`config.mk`:
```
export PLATFORM = sky130hd
export DESIGN_NAME = central_binomial_mod_flat
export DESIGN_NICKNAME = d
export VERILOG_FILES = /design/src/rtl/cbm_pkg.sv /design/src/rtl/cbm_req_if.sv /design/src/rtl/cbm_rsp_if.sv /design/src/rtl/central_binomial_mod.sv /design/src/rtl/cbm_front.sv /design/src/rtl/cbm_queue.sv /design/src/rtl/cbm_div.sv /design/src/rtl/cbm_mulmod.sv /design/src/rtl/cbm_back.sv /design/src/flat_wrapper.sv
export VERILOG_INCLUDE_DIRS = /design/src /design/src/rtl
export SDC_FILE = /design/constraint.sdc
export NUM_CORES = 2
export LEC_CHECK = 0
export ABC_AREA = 1
export BUFFER_PORTS_ARGS = -buffer_cell sky130_fd_sc_hd__clkbuf_2
export CELL_PAD_IN_SITES_DETAIL_PLACEMENT = 0
export CELL_PAD_IN_SITES_GLOBAL_PLACEMENT = 1
export CORE_UTILIZATION = 32
export CTS_CLUSTER_DIAMETER = 80
export DETAILED_ROUTE_END_ITERATION = 12
export HOLD_SLACK_MARGIN = 0.1
export PLACE_DENSITY_LB_ADDON = 0.1
export SLEW_MARGIN = 20
export SYNTH_ARGS = -nofsm -noshare
export SYNTH_HDL_FRONTEND = slang
export SYNTH_HIERARCHICAL = 1
export SYNTH_SLANG_ARGS = --single-unit
```
`constraint.sdc`:
```
create_clock -name clk -period 28 [get_ports clk]
set_clock_uncertainty 0.1 [all_clocks]
set_input_delay 5.6 -clock clk [delete_from_list [all_inputs] [get_ports clk]]
set_output_delay 5.6 -clock clk [all_outputs]
set_load 0.02 [all_outputs]
```
`src/rtl/central_binomial_mod_assert.svh`:
```
// ----------------------------------------------------------------------------
// central_binomial_mod_assert
// Assertion helpers for the central binomial block.
// ----------------------------------------------------------------------------
// Each expects clk and rst_n in scope.
`ifndef CENTRAL_BINOMIAL_MOD_ASSERT_SVH
`define CENTRAL_BINOMIAL_MOD_ASSERT_SVH

// same-cycle implication
`define CBM_ASSERT_NOW(lbl, ante, cons, msg) \
    lbl: assert property (@(posedge clk) disable iff (!rst_n) (ante) |-> (cons)) \
        else $error(msg);

// next-cycle implication
`define CBM_ASSERT_NEXT(lbl, ante, cons, msg) \
    lbl: assert property (@(posedge clk) disable iff (!rst_n) (ante) |=> (cons)) \
        else $error(msg);

`endif

```
`src/rtl/cbm_pkg.sv`:
```
// ----------------------------------------------------------------------------
// cbm_pkg
// Shared widths, types and constants of the central binomial block.
// ----------------------------------------------------------------------------
`default_nettype none
package cbm_pkg;
    localparam int MOD_W = 30;
    localparam int NMAX_W = 32;
    localparam logic [MOD_W-1:0] MOD_RESET = 30'd1000000007;

    // word passed from front end to sequencer
    typedef struct packed {
        logic [NMAX_W-1:0] n;
        logic              mod_bad;
    } job_t;
endpackage
`default_nettype wire

```
`src/rtl/cbm_req_if.sv`:
```
// ----------------------------------------------------------------------------
// cbm_req_if
// Request channel: one count per word.
// ----------------------------------------------------------------------------
`default_nettype none
interface cbm_req_if #(parameter int N_WIDTH = 16);
    logic               valid;
    logic               ready;
    logic [N_WIDTH-1:0] count_n;
    modport source (output valid, output count_n, input ready);
    modport sink (input valid, input count_n, output ready);
endinterface
`default_nettype wire

```
`src/rtl/cbm_rsp_if.sv`:
```
// ----------------------------------------------------------------------------
// cbm_rsp_if
// Response channel: one result per word.
// ----------------------------------------------------------------------------
`default_nettype none
interface cbm_rsp_if;
    logic        valid;
    logic        ready;
    logic [29:0] result_value;
    modport source (output valid, output result_value, input ready);
    modport sink (input valid, input result_value, output ready);
endinterface
`default_nettype wire

```
`src/rtl/central_binomial_mod.sv`:
```
// Central binomial coefficient modulo a configured modulus. Each request word
// carries a count n; the response is sum over i of C(n,i)^2 = C(2n,n) mod the
// modulus (0 if the modulus is below two). Coefficients are built in turn by
// multiplying by n+1-i and by the inverse of i, found by extended Euclid.
// Each i takes five operations (two divisions and three modular multiplies)
// plus two per Euclid step (one division and one multiply), where the number
// of Euclid steps k for i is at most about 45 for 30-bit moduli. All of them
// run on a single shared divider and a single serial multiplier.
// A two-word queue and an output register let requests and responses stall
// independently.
// ----------------------------------------------------------------------------
// central_binomial_mod
// Top level: modulus register, front end, queue and sequencer.
// ----------------------------------------------------------------------------
`default_nettype none
module central_binomial_mod
    import cbm_pkg::*;
#(
    parameter int N_WIDTH = 16
) (
    input  wire logic             clk,
    input  wire logic             rst_n,
    input  wire logic             cfg_we,
    input  wire logic [MOD_W-1:0] cfg_wdata,
    cbm_req_if.sink               req,
    cbm_rsp_if.source             rsp
);
    logic [MOD_W-1:0] modulus_reg;
    logic             f_valid;
    logic             f_ready;
    job_t             f_job;
    logic             q_valid;
    logic             q_ready;
    job_t             q_job;

    always_ff @(posedge clk or negedge rst_n)
    begin
        if (!rst_n)
        begin
            modulus_reg <= MOD_RESET;
        end
        else if (cfg_we)
        begin
            modulus_reg <= cfg_wdata;
        end
    end

    cbm_front #(.N_WIDTH(N_WIDTH)) u_front (
        .clk       (clk),
        .rst_n     (rst_n),
        .req       (req),
        .modulus   (modulus_reg),
        .job_valid (f_valid),
        .job_ready (f_ready),
        .job       (f_job)
    );

    cbm_queue u_queue (
        .clk        (clk),
        .rst_n      (rst_n),
        .push_valid (f_valid),
        .push_ready (f_ready),
        .push_job   (f_job),
        .pop_valid  (q_valid),
        .pop_ready  (q_ready),
        .pop_job    (q_job)
    );

    cbm_back u_back (
        .clk       (clk),
        .rst_n     (rst_n),
        .job_valid (q_valid),
        .job_ready (q_ready),
        .job       (q_job),
        .modulus   (modulus_reg),
        .rsp       (rsp)
    );
endmodule
`default_nettype wire

```
`src/rtl/cbm_front.sv`:
```
// ----------------------------------------------------------------------------
// cbm_front
// Accepts counts, flags an unusable modulus, holds one word for the queue.
// ----------------------------------------------------------------------------
`default_nettype none
module cbm_front
    import cbm_pkg::*;
#(
    parameter int N_WIDTH = 16
) (
    input  wire logic             clk,
    input  wire logic             rst_n,
    cbm_req_if.sink               req,
    input  wire logic [MOD_W-1:0] modulus,
    output      logic             job_valid,
    input  wire logic             job_ready,
    output      job_t             job
);
    logic valid_reg;
    job_t job_reg;

    assign req.ready = !valid_reg || job_ready;
    assign job_valid = valid_reg;
    assign job       = job_reg;

    always_ff @(posedge clk or negedge rst_n)
    begin
        if (!rst_n)
        begin
            valid_reg <= 1'b0;
        end
        else if (req.ready)
        begin
            valid_reg <= req.valid;
        end
    end

    always_ff @(posedge clk)
    begin
        if (req.ready && req.valid)
        begin
            job_reg.n       <= NMAX_W'(req.count_n);
            job_reg.mod_bad <= (modulus < MOD_W'(2));
        end
    end
endmodule
`default_nettype wire

```
`src/rtl/cbm_queue.sv`:
```
// ----------------------------------------------------------------------------
// cbm_queue
// Two-entry queue between front end and sequencer.
// ----------------------------------------------------------------------------
`default_nettype none
module cbm_queue
    import cbm_pkg::*;
(
    input  wire logic clk,
    input  wire logic rst_n,
    input  wire logic push_valid,
    output      logic push_ready,
    input  wire job_t push_job,
    output      logic pop_valid,
    input  wire logic pop_ready,
    output      job_t pop_job
);
    job_t       slot_reg [2];
    logic       wr_ptr_reg;
    logic       rd_ptr_reg;
    logic [1:0] count_reg;
    logic       do_push;
    logic       do_pop;

    assign push_ready = (count_reg != 2'd2);
    assign pop_valid  = (count_reg != 2'd0);
    assign pop_job    = slot_reg[rd_ptr_reg];
    assign do_push    = push_valid && push_ready;
    assign do_pop     = pop_valid && pop_ready;

    always_ff @(posedge clk or negedge rst_n)
    begin
        if (!rst_n)
        begin
            wr_ptr_reg <= 1'b0;
            rd_ptr_reg <= 1'b0;
            count_reg  <= 2'd0;
        end
        else
        begin
            if (do_push)
            begin
                wr_ptr_reg <= !wr_ptr_reg;
            end
            if (do_pop)
            begin
                rd_ptr_reg <= !rd_ptr_reg;
            end
            if (do_push && !do_pop)
            begin
                count_reg <= count_reg + 2'd1;
            end
            else if (do_pop && !do_push)
            begin
                count_reg <= count_reg - 2'd1;
            end
        end
    end

    always_ff @(posedge clk)
    begin
        if (do_push)
        begin
            slot_reg[wr_ptr_reg] <= push_job;
        end
    end
endmodule
`default_nettype wire

```
`src/rtl/cbm_div.sv`:
```
// ----------------------------------------------------------------------------
// cbm_div
// Restoring divider, one quotient bit per cycle. Results hold until next start.
// ----------------------------------------------------------------------------
`default_nettype none
module cbm_div
    import cbm_pkg::*;
(
    input  wire logic              clk,
    input  wire logic              rst_n,
    input  wire logic              start,
    input  wire logic [NMAX_W-1:0] dividend,
    input  wire logic [MOD_W-1:0]  divisor,
    output      logic              done,
    output      logic [NMAX_W-1:0] quot,
    output      logic [MOD_W-1:0]  rem
);
    localparam int CNT_W = $clog2(NMAX_W + 1);

    logic              busy_reg;
    logic              done_reg;
    logic [CNT_W-1:0]  cnt_reg;
    logic [NMAX_W-1:0] dvd_reg;
    logic [MOD_W-1:0]  dsr_reg;
    logic [NMAX_W-1:0] quot_reg;
    logic [MOD_W-1:0]  rem_reg;
    logic [MOD_W:0]    shifted;
    logic              fits;

    assign shifted = {rem_reg, dvd_reg[NMAX_W-1]};
    assign fits    = (shifted >= {1'b0, dsr_reg});
    assign done    = done_reg;
    assign quot    = quot_reg;
    assign rem     = rem_reg;

    always_ff @(posedge clk or negedge rst_n)
    begin
        if (!rst_n)
        begin
            busy_reg <= 1'b0;
            done_reg <= 1'b0;
            cnt_reg  <= '0;
        end
        else
        begin
            done_reg <= 1'b0;
            if (start)
            begin
                busy_reg <= 1'b1;
                cnt_reg  <= CNT_W'(NMAX_W);
            end
            else if (busy_reg)
            begin
                cnt_reg <= cnt_reg - CNT_W'(1);
                if (cnt_reg == CNT_W'(1))
                begin
                    busy_reg <= 1'b0;
                    done_reg <= 1'b1;
                end
            end
        end
    end

    always_ff @(posedge clk)
    begin
        if (start)
        begin
            dvd_reg  <= dividend;
            dsr_reg  <= divisor;
            quot_reg <= '0;
            rem_reg  <= '0;
        end
        else if (busy_reg)
        begin
            dvd_reg  <= {dvd_reg[NMAX_W-2:0], 1'b0};
            quot_reg <= {quot_reg[NMAX_W-2:0], fits};
            rem_reg  <= fits ? MOD_W'(shifted - {1'b0, dsr_reg}) : shifted[MOD_W-1:0];
        end
    end
endmodule
`default_nettype wire

```
`src/rtl/cbm_mulmod.sv`:
```
// ----------------------------------------------------------------------------
// cbm_mulmod
// Serial modular multiplier: double-and-add over the bits of a, MSB first.
// b must be below the modulus. Result holds until next start.
// ----------------------------------------------------------------------------
`default_nettype none
module cbm_mulmod
    import cbm_pkg::*;
(
    input  wire logic              clk,
    input  wire logic              rst_n,
    input  wire logic              start,
    input  wire logic [NMAX_W-1:0] a,
    input  wire logic [MOD_W-1:0]  b,
    input  wire logic [MOD_W-1:0]  modulus,
    output      logic              done,
    output      logic [MOD_W-1:0]  product
);
    localparam int CNT_W = $clog2(NMAX_W + 1);

    logic              busy_reg;
    logic              done_reg;
    logic [CNT_W-1:0]  cnt_reg;
    logic [NMAX_W-1:0] a_reg;
    logic [MOD_W-1:0]  b_reg;
    logic [MOD_W-1:0]  acc_reg;
    logic [MOD_W:0]    dbl;
    logic [MOD_W-1:0]  dbl_red;
    logic [MOD_W:0]    sum;
    logic [MOD_W-1:0]  acc_next;

    always_comb
    begin
        dbl     = {acc_reg, 1'b0};
        dbl_red = (dbl >= {1'b0, modulus}) ? MOD_W'(dbl - {1'b0, modulus})
                                           : dbl[MOD_W-1:0];
        sum     = {1'b0, dbl_red} + {1'b0, b_reg};
        if (a_reg[NMAX_W-1])
        begin
            acc_next = (sum >= {1'b0, modulus}) ? MOD_W'(sum - {1'b0, modulus})
                                                : sum[MOD_W-1:0];
        end
        else
        begin
            acc_next = dbl_red;
        end
    end

    assign done    = done_reg;
    assign product = acc_reg;

    always_ff @(posedge clk or negedge rst_n)
    begin
        if (!rst_n)
        begin
            busy_reg <= 1'b0;
            done_reg <= 1'b0;
            cnt_reg  <= '0;
        end
        else
        begin
            done_reg <= 1'b0;
            if (start)
            begin
                busy_reg <= 1'b1;
                cnt_reg  <= CNT_W'(NMAX_W);
            end
            else if (busy_reg)
            begin
                cnt_reg <= cnt_reg - CNT_W'(1);
                if (cnt_reg == CNT_W'(1))
                begin
                    busy_reg <= 1'b0;
                    done_reg <= 1'b1;
                end
            end
        end
    end

    always_ff @(posedge clk)
    begin
        if (start)
        begin
            a_reg   <= a;
            b_reg   <= b;
            acc_reg <= '0;
        end
        else if (busy_reg)
        begin
            a_reg   <= {a_reg[NMAX_W-2:0], 1'b0};
            acc_reg <= acc_next;
        end
    end
endmodule
`default_nettype wire

```
`src/rtl/cbm_back.sv`:
```
// ----------------------------------------------------------------------------
// cbm_back
// Sequencer: walks i = 1..n, builds C(n,i) with the shared divider and
// modular multiplier, inverts i by extended Euclid, sums the squares.
// ----------------------------------------------------------------------------
`default_nettype none
`include "central_binomial_mod_assert.svh"
module cbm_back
    import cbm_pkg::*;
(
    input  wire logic             clk,
    input  wire logic             rst_n,
    input  wire logic             job_valid,
    output      logic             job_ready,
    input  wire job_t             job,
    input  wire logic [MOD_W-1:0] modulus,
    cbm_rsp_if.source             rsp
);
    localparam logic [4:0] ST_IDLE   = 5'd0;
    localparam logic [4:0] ST_L_FACT = 5'd1;
    localparam logic [4:0] ST_W_FACT = 5'd2;
    localparam logic [4:0] ST_L_MCF  = 5'd3;
    localparam logic [4:0] ST_W_MCF  = 5'd4;
    localparam logic [4:0] ST_L_IMOD = 5'd5;
    localparam logic [4:0] ST_W_IMOD = 5'd6;
    localparam logic [4:0] ST_EUC    = 5'd7;
    localparam logic [4:0] ST_W_EDIV = 5'd8;
    localparam logic [4:0] ST_L_QT   = 5'd9;
    localparam logic [4:0] ST_W_QT   = 5'd10;
    localparam logic [4:0] ST_L_INV  = 5'd11;
    localparam logic [4:0] ST_W_INV  = 5'd12;
    localparam logic [4:0] ST_L_SQ   = 5'd13;
    localparam logic [4:0] ST_W_SQ   = 5'd14;
    localparam logic [4:0] ST_OUT    = 5'd15;

    logic [4:0]        state_reg;
    logic [4:0]        state_next;
    logic [NMAX_W-1:0] n_reg;
    logic [NMAX_W-1:0] i_reg;
    logic [MOD_W-1:0]  coef_reg;
    logic [MOD_W-1:0]  sum_reg;
    logic [MOD_W-1:0]  r0_reg;
    logic [MOD_W-1:0]  r1_reg;
    logic [MOD_W-1:0]  t0_reg;
    logic [MOD_W-1:0]  t1_reg;
    logic [MOD_W-1:0]  res_reg;
    logic [MOD_W-1:0]  out_data_reg;
    logic              out_valid_reg;

    logic              div_start;
    logic [NMAX_W-1:0] div_dvd;
    logic [MOD_W-1:0]  div_dsr;
    logic              div_done;
    logic [NMAX_W-1:0] div_quot;
    logic [MOD_W-1:0]  div_rem;
    logic              mul_start;
    logic [NMAX_W-1:0] mul_a;
    logic [MOD_W-1:0]  mul_b;
    logic              mul_done;
    logic [MOD_W-1:0]  mul_res;
    logic [MOD_W:0]    acc_sum;
    logic [MOD_W-1:0]  sum_red;
    logic [MOD_W-1:0]  t2;
    logic              out_free;

    cbm_div u_div (
        .clk      (clk),
        .rst_n    (rst_n),
        .start    (div_start),
        .dividend (div_dvd),
        .divisor  (div_dsr),
        .done     (div_done),
        .quot     (div_quot),
        .rem      (div_rem)
    );

    cbm_mulmod u_mul (
        .clk     (clk),
        .rst_n   (rst_n),
        .start   (mul_start),
        .a       (mul_a),
        .b       (mul_b),
        .modulus (modulus),
        .done    (mul_done),
        .product (mul_res)
    );

    assign out_free  = !out_valid_reg || rsp.ready;
    assign job_ready = (state_reg == ST_IDLE);
    assign rsp.valid        = out_valid_reg;
    assign rsp.result_value = out_data_reg;

    always_comb
    begin
        acc_sum = {1'b0, sum_reg} + {1'b0, mul_res};
        sum_red = (acc_sum >= {1'b0, modulus}) ? MOD_W'(acc_sum - {1'b0, modulus})
                                               : acc_sum[MOD_W-1:0];
        // t0 - q*t1, kept in [0, m)
        t2 = (t0_reg >= mul_res) ? (t0_reg - mul_res)
                                 : MOD_W'({1'b0, t0_reg} + {1'b0, modulus} - {1'b0, mul_res});
    end

    always_comb
    begin
        div_start = 1'b0;
        div_dvd   = n_reg - i_reg + NMAX_W'(1);
        div_dsr   = modulus;
        mul_start = 1'b0;
        mul_a     = NMAX_W'(coef_reg);
        mul_b     = div_rem;
        case (state_reg)
            ST_L_FACT:
            begin
                div_start = 1'b1;
            end
            ST_L_MCF:
            begin
                mul_start = 1'b1;
            end
            ST_L_IMOD:
            begin
                div_start = 1'b1;
                div_dvd   = i_reg;
            end
            ST_EUC:
            begin
                div_start = (r1_reg != '0);
                div_dvd   = NMAX_W'(r0_reg);
                div_dsr   = r1_reg;
            end
            ST_L_QT:
            begin
                mul_start = 1'b1;
                mul_a     = div_quot;
                mul_b     = t1_reg;
            end
            ST_L_INV:
            begin
                mul_start = 1'b1;
                mul_b     = (r0_reg == MOD_W'(1)) ? t0_reg : MOD_W'(1);
            end
            ST_L_SQ:
            begin
                mul_start = 1'b1;
                mul_b     = coef_reg;
            end
            default:
            begin
            end
        endcase
    end

    always_comb
    begin
        state_next = state_reg;
        case (state_reg)
            ST_IDLE:
            begin
                if (job_valid)
                begin
                    if (job.mod_bad || job.n == '0)
                    begin
                        state_next = ST_OUT;
                    end
                    else
                    begin
                        state_next = ST_L_FACT;
                    end
                end
            end
            ST_L_FACT: state_next = ST_W_FACT;
            ST_W_FACT: state_next = div_done ? ST_L_MCF : ST_W_FACT;
            ST_L_MCF:  state_next = ST_W_MCF;
            ST_W_MCF:  state_next = mul_done ? ST_L_IMOD : ST_W_MCF;
            ST_L_IMOD: state_next = ST_W_IMOD;
            ST_W_IMOD: state_next = div_done ? ST_EUC : ST_W_IMOD;
            ST_EUC:    state_next = (r1_reg != '0) ? ST_W_EDIV : ST_L_INV;
            ST_W_EDIV: state_next = div_done ? ST_L_QT : ST_W_EDIV;
            ST_L_QT:   state_next = ST_W_QT;
            ST_W_QT:   state_next = mul_done ? ST_EUC : ST_W_QT;
            ST_L_INV:  state_next = ST_W_INV;
            ST_W_INV:  state_next = mul_done ? ST_L_SQ : ST_W_INV;
            ST_L_SQ:   state_next = ST_W_SQ;
            ST_W_SQ:
            begin
                if (mul_done)
                begin
                    state_next = (i_reg == n_reg) ? ST_OUT : ST_L_FACT;
                end
            end
            ST_OUT:    state_next = out_free ? ST_IDLE : ST_OUT;
            default:   state_next = ST_IDLE;
        endcase
    end

    always_ff @(posedge clk or negedge rst_n)
    begin
        if (!rst_n)
        begin
            state_reg     <= ST_IDLE;
            out_valid_reg <= 1'b0;
        end
        else
        begin
            state_reg <= state_next;
            if (state_reg == ST_OUT && out_free)
            begin
                out_valid_reg <= 1'b1;
            end
            else if (rsp.ready)
            begin
                out_valid_reg <= 1'b0;
            end
        end
    end

    always_ff @(posedge clk)
    begin
        case (state_reg)
            ST_IDLE:
            begin
                n_reg    <= job.n;
                i_reg    <= NMAX_W'(1);
                coef_reg <= MOD_W'(1);
                sum_reg  <= MOD_W'(1);
                res_reg  <= job.mod_bad ? '0 : MOD_W'(1);
            end
            ST_W_MCF:
            begin
                if (mul_done)
                begin
                    coef_reg <= mul_res;
                end
            end
            ST_W_IMOD:
            begin
                if (div_done)
                begin
                    r0_reg <= modulus;
                    r1_reg <= div_rem;
                    t0_reg <= '0;
                    t1_reg <= MOD_W'(1);
                end
            end
            ST_W_QT:
            begin
                if (mul_done)
                begin
                    r0_reg <= r1_reg;
                    r1_reg <= div_rem;
                    t0_reg <= t1_reg;
                    t1_reg <= t2;
                end
            end
            ST_W_INV:
            begin
                if (mul_done)
                begin
                    coef_reg <= mul_res;
                end
            end
            ST_W_SQ:
            begin
                if (mul_done)
                begin
                    sum_reg <= sum_red;
                    res_reg <= sum_red;
                    i_reg   <= i_reg + NMAX_W'(1);
                end
            end
            ST_OUT:
            begin
                if (out_free)
                begin
                    out_data_reg <= res_reg;
                end
            end
            default:
            begin
            end
        endcase
    end

    `CBM_ASSERT_NOW(a_div_done_waiting, div_done,
        state_reg == ST_W_FACT || state_reg == ST_W_IMOD || state_reg == ST_W_EDIV,
        "divider finished with no one waiting")
    `CBM_ASSERT_NOW(a_mul_done_waiting, mul_done,
        state_reg == ST_W_MCF || state_reg == ST_W_QT || state_reg == ST_W_INV ||
        state_reg == ST_W_SQ, "multiplier finished with no one waiting")
    `CBM_ASSERT_NOW(a_sum_reduced, state_reg == ST_L_SQ, sum_reg < modulus && coef_reg < modulus,
        "running sum or coefficient not reduced")
    `CBM_ASSERT_NEXT(a_euclid_shrinks, state_reg == ST_W_QT && mul_done, r1_reg < r0_reg,
        "Euclid remainder did not shrink")
endmodule
`default_nettype wire

```
`src/flat_wrapper.sv`:
```
// flat-port wrapper written by rule: the top's interface ports become plain ports
module central_binomial_mod_flat import cbm_pkg::*;
#(
    parameter int N_WIDTH = 16
)
  (clk, rst_n, cfg_we, cfg_wdata, req_valid, req_count_n, req_ready, rsp_valid, rsp_result_value, rsp_ready);
  cbm_req_if #(.N_WIDTH(N_WIDTH)) req_i ();
  cbm_rsp_if rsp_i ();
  input  wire logic clk;
  input  wire logic rst_n;
  input  wire logic cfg_we;
  input  wire logic [MOD_W-1:0] cfg_wdata;
  input wire logic [$bits(req_i.valid)-1:0] req_valid;
  input wire logic [$bits(req_i.count_n)-1:0] req_count_n;
  output wire logic [$bits(req_i.ready)-1:0] req_ready;
  output wire logic [$bits(rsp_i.valid)-1:0] rsp_valid;
  output wire logic [$bits(rsp_i.result_value)-1:0] rsp_result_value;
  input wire logic [$bits(rsp_i.ready)-1:0] rsp_ready;
  assign req_i.valid = req_valid;
  assign req_i.count_n = req_count_n;
  assign req_ready = req_i.ready;
  assign rsp_valid = rsp_i.valid;
  assign rsp_result_value = rsp_i.result_value;
  assign rsp_i.ready = rsp_ready;
  central_binomial_mod #(.N_WIDTH(N_WIDTH)) u_core (.clk(clk), .rst_n(rst_n), .cfg_we(cfg_we), .cfg_wdata(cfg_wdata), .req(req_i), .rsp(rsp_i));
endmodule
```
Word-level counts from Yosys, hierarchy flattened
Memories as Yosys holds them, arrays and structs flattened.
Index checks and enable logic that the tools add are counted.
{"block": "classes", "add_sub_neg": 16, "magnitude_cmp": 6, "n_eq_ne": 25, "muxes": 72, "n_reduce_logical": 34}
{"operator": "30-bit 2-to-1 mux", "n": 18}
{"operator": "30-bit case mux with 2 select lines", "n": 7}
{"operator": "32-bit 2-to-1 mux", "n": 6}
{"operator": "30-bit subtractor", "n": 6}
{"operator": "32-bit case mux with 2 select lines", "n": 2}
{"operator": "31-bit by 30-bit greater-or-equal comparator with 1-bit output", "n": 4}
{"operator": "30-bit case mux with 3 select lines", "n": 1}
{"operator": "5-bit case mux with 16 select lines", "n": 1}
{"operator": "32-bit by 1-bit adder with 32-bit output, second input constant", "n": 2}
{"operator": "30-bit by 30-bit adder with 31-bit output", "n": 2}
{"operator": "5-bit by 4-bit == test with 1-bit output, second input constant", "n": 8}
{"operator": "32-bit == test", "n": 1}
{"operator": "32-bit logical NOT", "n": 1}
{"operator": "32-bit subtractor", "n": 1}
{"operator": "30-bit adder", "n": 1}
{"operator": "30-bit by 1-bit == test with 1-bit output, second input constant", "n": 1}
{"operator": "30-bit greater-or-equal comparator", "n": 1}
{"operator": "30-bit by 2-bit less-than comparator with 1-bit output, second input constant", "n": 1}
{"operator": "30-bit nonzero test", "n": 1}
{"operator": "6-bit 2-to-1 mux", "n": 4}
{"operator": "1-bit 2-to-1 mux", "n": 23}
{"operator": "5-bit by 3-bit == test with 1-bit output, second input constant", "n": 4}
{"operator": "4-bit 2-to-1 mux", "n": 4}
{"operator": "2-bit nonzero test", "n": 8}
{"operator": "other kinds (19)", "n": 45}
{"block": "totals", "ff_bits": 594, "mem_bits_rw": 34, "in_bits": 51, "out_inout_bits": 32, "memories": 1}
{"name": "u_core.u_queue.slot_reg", "depth": 2, "word_bits": 17, "rd": 1, "rd_clocked_by_memory_dff": 0, "wr": 1, "line_no": "cbm_queue.sv:18", "rtl": "job_t slot_reg [2];"}

Depth between registers and ports, before layout
{"block": "logic_depth", "ltp_word": 6, "depth_mapped": 44}

Modules after synthesis
Netlist, hierarchy kept.
{"mod": "cbm_back", "instances": 1, "cells_each": 3437, "area_per_inst_um2": 24775.0, "seq_area_each_um2": 8383.0}
{"mod": "cbm_mulmod", "instances": 1, "cells_each": 1917, "area_per_inst_um2": 11449.7, "seq_area_each_um2": 2662.6}
{"mod": "cbm_div", "instances": 1, "cells_each": 1027, "area_per_inst_um2": 7479.7, "seq_area_each_um2": 3303.2}
{"mod": "cbm_queue", "instances": 1, "cells_each": 201, "area_per_inst_um2": 2703.8, "seq_area_each_um2": 2082.0}
{"mod": "central_binomial_mod", "instances": 1, "cells_each": 127, "area_per_inst_um2": 1142.3, "seq_area_each_um2": 770.7}
{"mod": "cbm_front", "instances": 1, "cells_each": 69, "area_per_inst_um2": 790.8, "seq_area_each_um2": 535.5}

Worst setup path after synthesis
Ideal clock, no wire load.
{"block": "synth_timing", "path_type": "flip-flop to flip-flop", "from": "register u_core.u_back.state_reg[2]", "to": "register u_core.u_back.r0_reg[0] (enable)", "setup_ns": 0.767, "t_arrival_ns": 9.113, "required_time_ns": 27.133, "slack_ns": 18.020, "path_stages_with_launch": 5, "path_cell_list": "dfrtp_1 > inv_2 > nor2_1 > nand3_1 > o21ai_0"}
{"block": "synth_between", "elab_chain_len": 3}
{"item": "start: declaration", "line_no": "cbm_back.sv:36", "rtl": "logic [4:0] state_reg;"}
{"item": "start signal: assignment", "line_no": "cbm_back.sv:205", "rtl": "state_reg <= state_next;"}
{"item": "5-bit by 3-bit == test with 1-bit output / 5-bit by 4-bit == test with 1-bit output (equally long branches)", "line_no": "cbm_back.sv:219", "rtl": "case (state_reg)"}
{"item": "2-bit by 1-bit inequality test with 1-bit output (no source line) / 2-bit nonzero test (equally long branches)"}
{"item": "3-bit AND reduction (no source line) *"}
{"item": "end signal: assignment", "line_no": "cbm_back.sv:239", "rtl": "r0_reg <= modulus;"}
{"item": "end signal: assignment", "line_no": "cbm_back.sv:249", "rtl": "r0_reg <= r1_reg;"}
{"item": "end: declaration", "line_no": "cbm_back.sv:42", "rtl": "logic [MOD_W-1:0] r0_reg;"}
Mark *: on every way between the ends. The rest lies on a longest branch, timed or not.
A chain may end at the register's enable or synchronous reset.

Final worst setup path
{"block": "layout_timing", "from": "register u_core.modulus_reg[21]", "to": "register u_core.u_back.u_mul.acc_reg[15], in the netlist u_core/u_back/u_mul/product[15]"}
{"block": "layout_between", "elab_chain_len": 6}
{"item": "start: declaration", "line_no": "central_binomial_mod.sv:28", "rtl": "logic [MOD_W-1:0] modulus_reg;"}
{"item": "start signal: assignment", "line_no": "central_binomial_mod.sv:44", "rtl": "modulus_reg <= cfg_wdata;"}
{"item": "31-bit by 30-bit greater-or-equal comparator with 1-bit output / 30-bit subtractor (equally long branches)", "line_no": "cbm_mulmod.sv:35", "rtl": "dbl_red = (dbl >= {1'b0, modulus}) ? MOD_W'(dbl - {1'b0, modulus})"}
{"item": "30-bit 2-to-1 mux", "line_no": "cbm_mulmod.sv:35"}
{"item": "30-bit by 30-bit adder with 31-bit output", "line_no": "cbm_mulmod.sv:37", "rtl": "sum = {1'b0, dbl_red} + {1'b0, b_reg};"}
{"item": "30-bit subtractor / 31-bit by 30-bit greater-or-equal comparator with 1-bit output (equally long branches)", "line_no": "cbm_mulmod.sv:40", "rtl": "acc_next = (sum >= {1'b0, modulus}) ? MOD_W'(sum - {1'b0, modulus})"}
{"item": "30-bit 2-to-1 mux", "line_no": "cbm_mulmod.sv:40"}
{"item": "30-bit 2-to-1 mux *", "line_no": "cbm_mulmod.sv:38", "rtl": "if (a_reg[NMAX_W-1])"}
{"item": "end signal: assignment", "line_no": "cbm_mulmod.sv:91", "rtl": "acc_reg <= acc_next;"}
{"item": "end: declaration", "line_no": "cbm_mulmod.sv:26", "rtl": "logic [MOD_W-1:0] acc_reg;"}
Marked as above.

==> flow_summary.json <==
{
  "outcome": "finished clean",
  "vias": 45870,
  "io_buffers": 82,
  "final_area_um2": 53690,
  "initial_core_util_pct": 32.24,
  "ys.flop_type": "edfxtp_1",
  "rsz0062_at_grt": "no",
  "worstMarginPinSlew_ns": 1.118,
  "hold_path.class": "flop to flop",
  "critPathSlowestCell": "dfrtp_1",
  "cp_common_cell": "nand2_1",
  "finalHoldViolCount": 0,
  "die-area_um2": 152600,
  "synthCells": 6778,
  "largest_reg_flops": 66,
  "clockBufferDepth": 3,
  "maxCapViolations": 0,
  "layout_commonest_cell": "nand2_1",
  "cp-start-kind": "flop",
  "antenna_found_initial": 9,
  "slew_viol_final": 0,
  "cts.sinks": 630,
  "fin_crit_ns": 7.841,
  "cp_data_arrival_time_ns": 8.31,
  "fin_tns_setup_ns": 0,
  "async_reset_ff_share_pct": 8.889,
  "drcViolationCount": 0,
  "overflow": 0,
  "setup_viol": 0,
  "fin_nets": 7240,
  "period_share_pct": 28.00,
  "drive_above_1_share_pct": 6.930,
  "place.gp.congestion": 0.9730,
  "hpwl_um": 176400,
  "cts_buffers": 81,
  "ioPinCount": 83,
  "grt_pass1_vias": 42880,
  "synthMuxAreaShare_pct": 0,
  "grt_pass1_wl_um": 311200,
  "holdWs_ns": 0.3400,
  "crit_required_ns": 28.47,
  "die_x_um": 390.7,
  "synth_compound_area_share_pct": 9.061,
  "synth_xor_area_share_pct": 2.500,
  "yosysSeqAreaShare_pct": 36.69,
  "syn_avg_cell_area_um2": 7.132,
  "die_y_um": 390.7,
  "syn_to_final_growth_pct": 11.06,
  "yosysUniqueCellTypes": 67,
  "worstPathMaxFanout": 43,
  "relSlewSlack_pct": 24.67,
  "synth-simple-area-share_pct": 32.08,
  "most-common-layout-cells": "nand2_1 (2285), inv_1 (1027), nor2_1 (591)",
  "grt_max_degree": 82,
  "coreArea_um2": 150000,
  "htree_levels": 3,
  "synth_top_family_by_area": "simple AND/OR/NAND/NOR gates",
  "rows": 142,
  "synth_seq_cells": 630,
  "wl_um": 218500,
  "post_drt_via_cell_ratio": 5.134,
  "syn_area_um2": 48340,
  "synth-edff-count": 482,
  "path_clk_slew_ns": 0.06,
  "min_delay_path_depth": 0,
  "holdBufCountCts": 0,
  "post-cts-setup-buffer-count": 0,
  "clock_latency_ns": 0.70,
  "yosysWarnings": 6,
  "drtIter0Drc": 4809,
  "max_stage_delay_ns": 0.54,
  "cts_tree": "yes",
  "root_buffer": "clkbuf_16",
  "end_kind": "flop",
  "rr_worst_depth": 34,
  "synth-adder-area-share_pct": 9.478,
  "ant_nets": 0,
  "max_freq_ghz": 0.1275,
  "avgRoutedWirePerCell_um": 24.45,
  "place_area_um2": 50900,
  "cts_resized": 0,
  "crit_type": "flop to flop",
  "first_pass_iters": 5,
  "grt_usage_pct": 28.29,
  "final_util_pct": 35.80
}
## worst max-delay path: cells and delay by family (launching register included)
kind	cells	cell delay, ns
AND/OR/NAND/NOR	22	4.07
adder cells (fa/ha/maj)	3	1.22
buffers and inverters	5	0.83
flip-flops	1	0.54
AO/OA/AOI/OAI	3	0.51
XOR/XNOR	1	0.37
## synth_stat cells (all sizes together) (87+ instances only)
cell | number | area, um^2
nand3 | 387 | 2047
inv | 1050 | 3954
buf | 87 | 661.9
a21oi | 356 | 1831
o21ai | 234 | 1182
edfxtp | 482 | 14470
ha | 307 | 3841
dfxtp | 92 | 1842
xor2 | 95 | 832.1
nand4 | 107 | 681.9
nand2 | 2352 | 9025
nor2 | 634 | 2512
## cells by family (layout without fill, tap and decap cells)
kind of cell / after synthesis / in the layout
DFF: 630 / 630
and+or+nand+nor: 3674 / 3674
AOI/OAI and AO/OA: 773 / 773
other: 1 / 22
buffers and inverters: 1218 / 1337
adders and majority gates: 344 / 344
xor gates and xnor gates: 138 / 138
## final timing paths
check	endpoint	from	slack, ns
worst max-delay path	u_core/u_back/u_mul/product[15]$_SDFFE_PP0P_	u_core/modulus_reg[21]$_DFFE_PN0P_	20.16
worst min-delay path	u_core/u_queue/slot_reg[1][1]$_DFFE_PP_	u_core/u_front/job[1]$_DFFE_PP_	0.34
worst max register to register	u_core/u_back/u_mul/product[15]$_SDFFE_PP0P_	u_core/modulus_reg[21]$_DFFE_PN0P_	20.16
worst min register to register	u_core/u_queue/slot_reg[1][1]$_DFFE_PP_	u_core/u_front/job[1]$_DFFE_PP_	0.34
max in group asynchronous	u_core/modulus_reg[22]$_DFFE_PN0P_	rst_n	21.94
min in group asynchronous	u_core/u_back/u_div/cnt_reg[5]$_DFFE_PN0P_	rst_n	4.61
## through the flow
stage | setup WS, ns | instances
finish | 20.16 | 8934
global route | 19.83 | 8930
CTS | 20.37 | 8928
detailed placement | 20.41 | 8778
global placement | 20.29 | 8778
floorplan | 18.02 | 6793
## layer usage
layer  track usage, %  vias to the layer above  wire length [um]
met4            5.583                        2              4189
met2            40.85                     1572             89470
met3            4.612                      179             16100
met5                0                        -                13
li1                 -                    22000                 -
met1            43.62                    22120            108700
## layout make-up
cell class                 count  area (um^2)
fill                       16460        96270
sequential                   630        17740
multi-input combinational   4945        25880
antenna                        6        15.01
tap                         2016         2522
clock buffer                  98         2132
inverter                    1055         3973
clock inverter                52        641.9
timing repair buffer         132        788.3
Power is left out: the tool's default activity adds up to more than one toggle a clock period on the data nets, which glitch-free logic cannot reach.
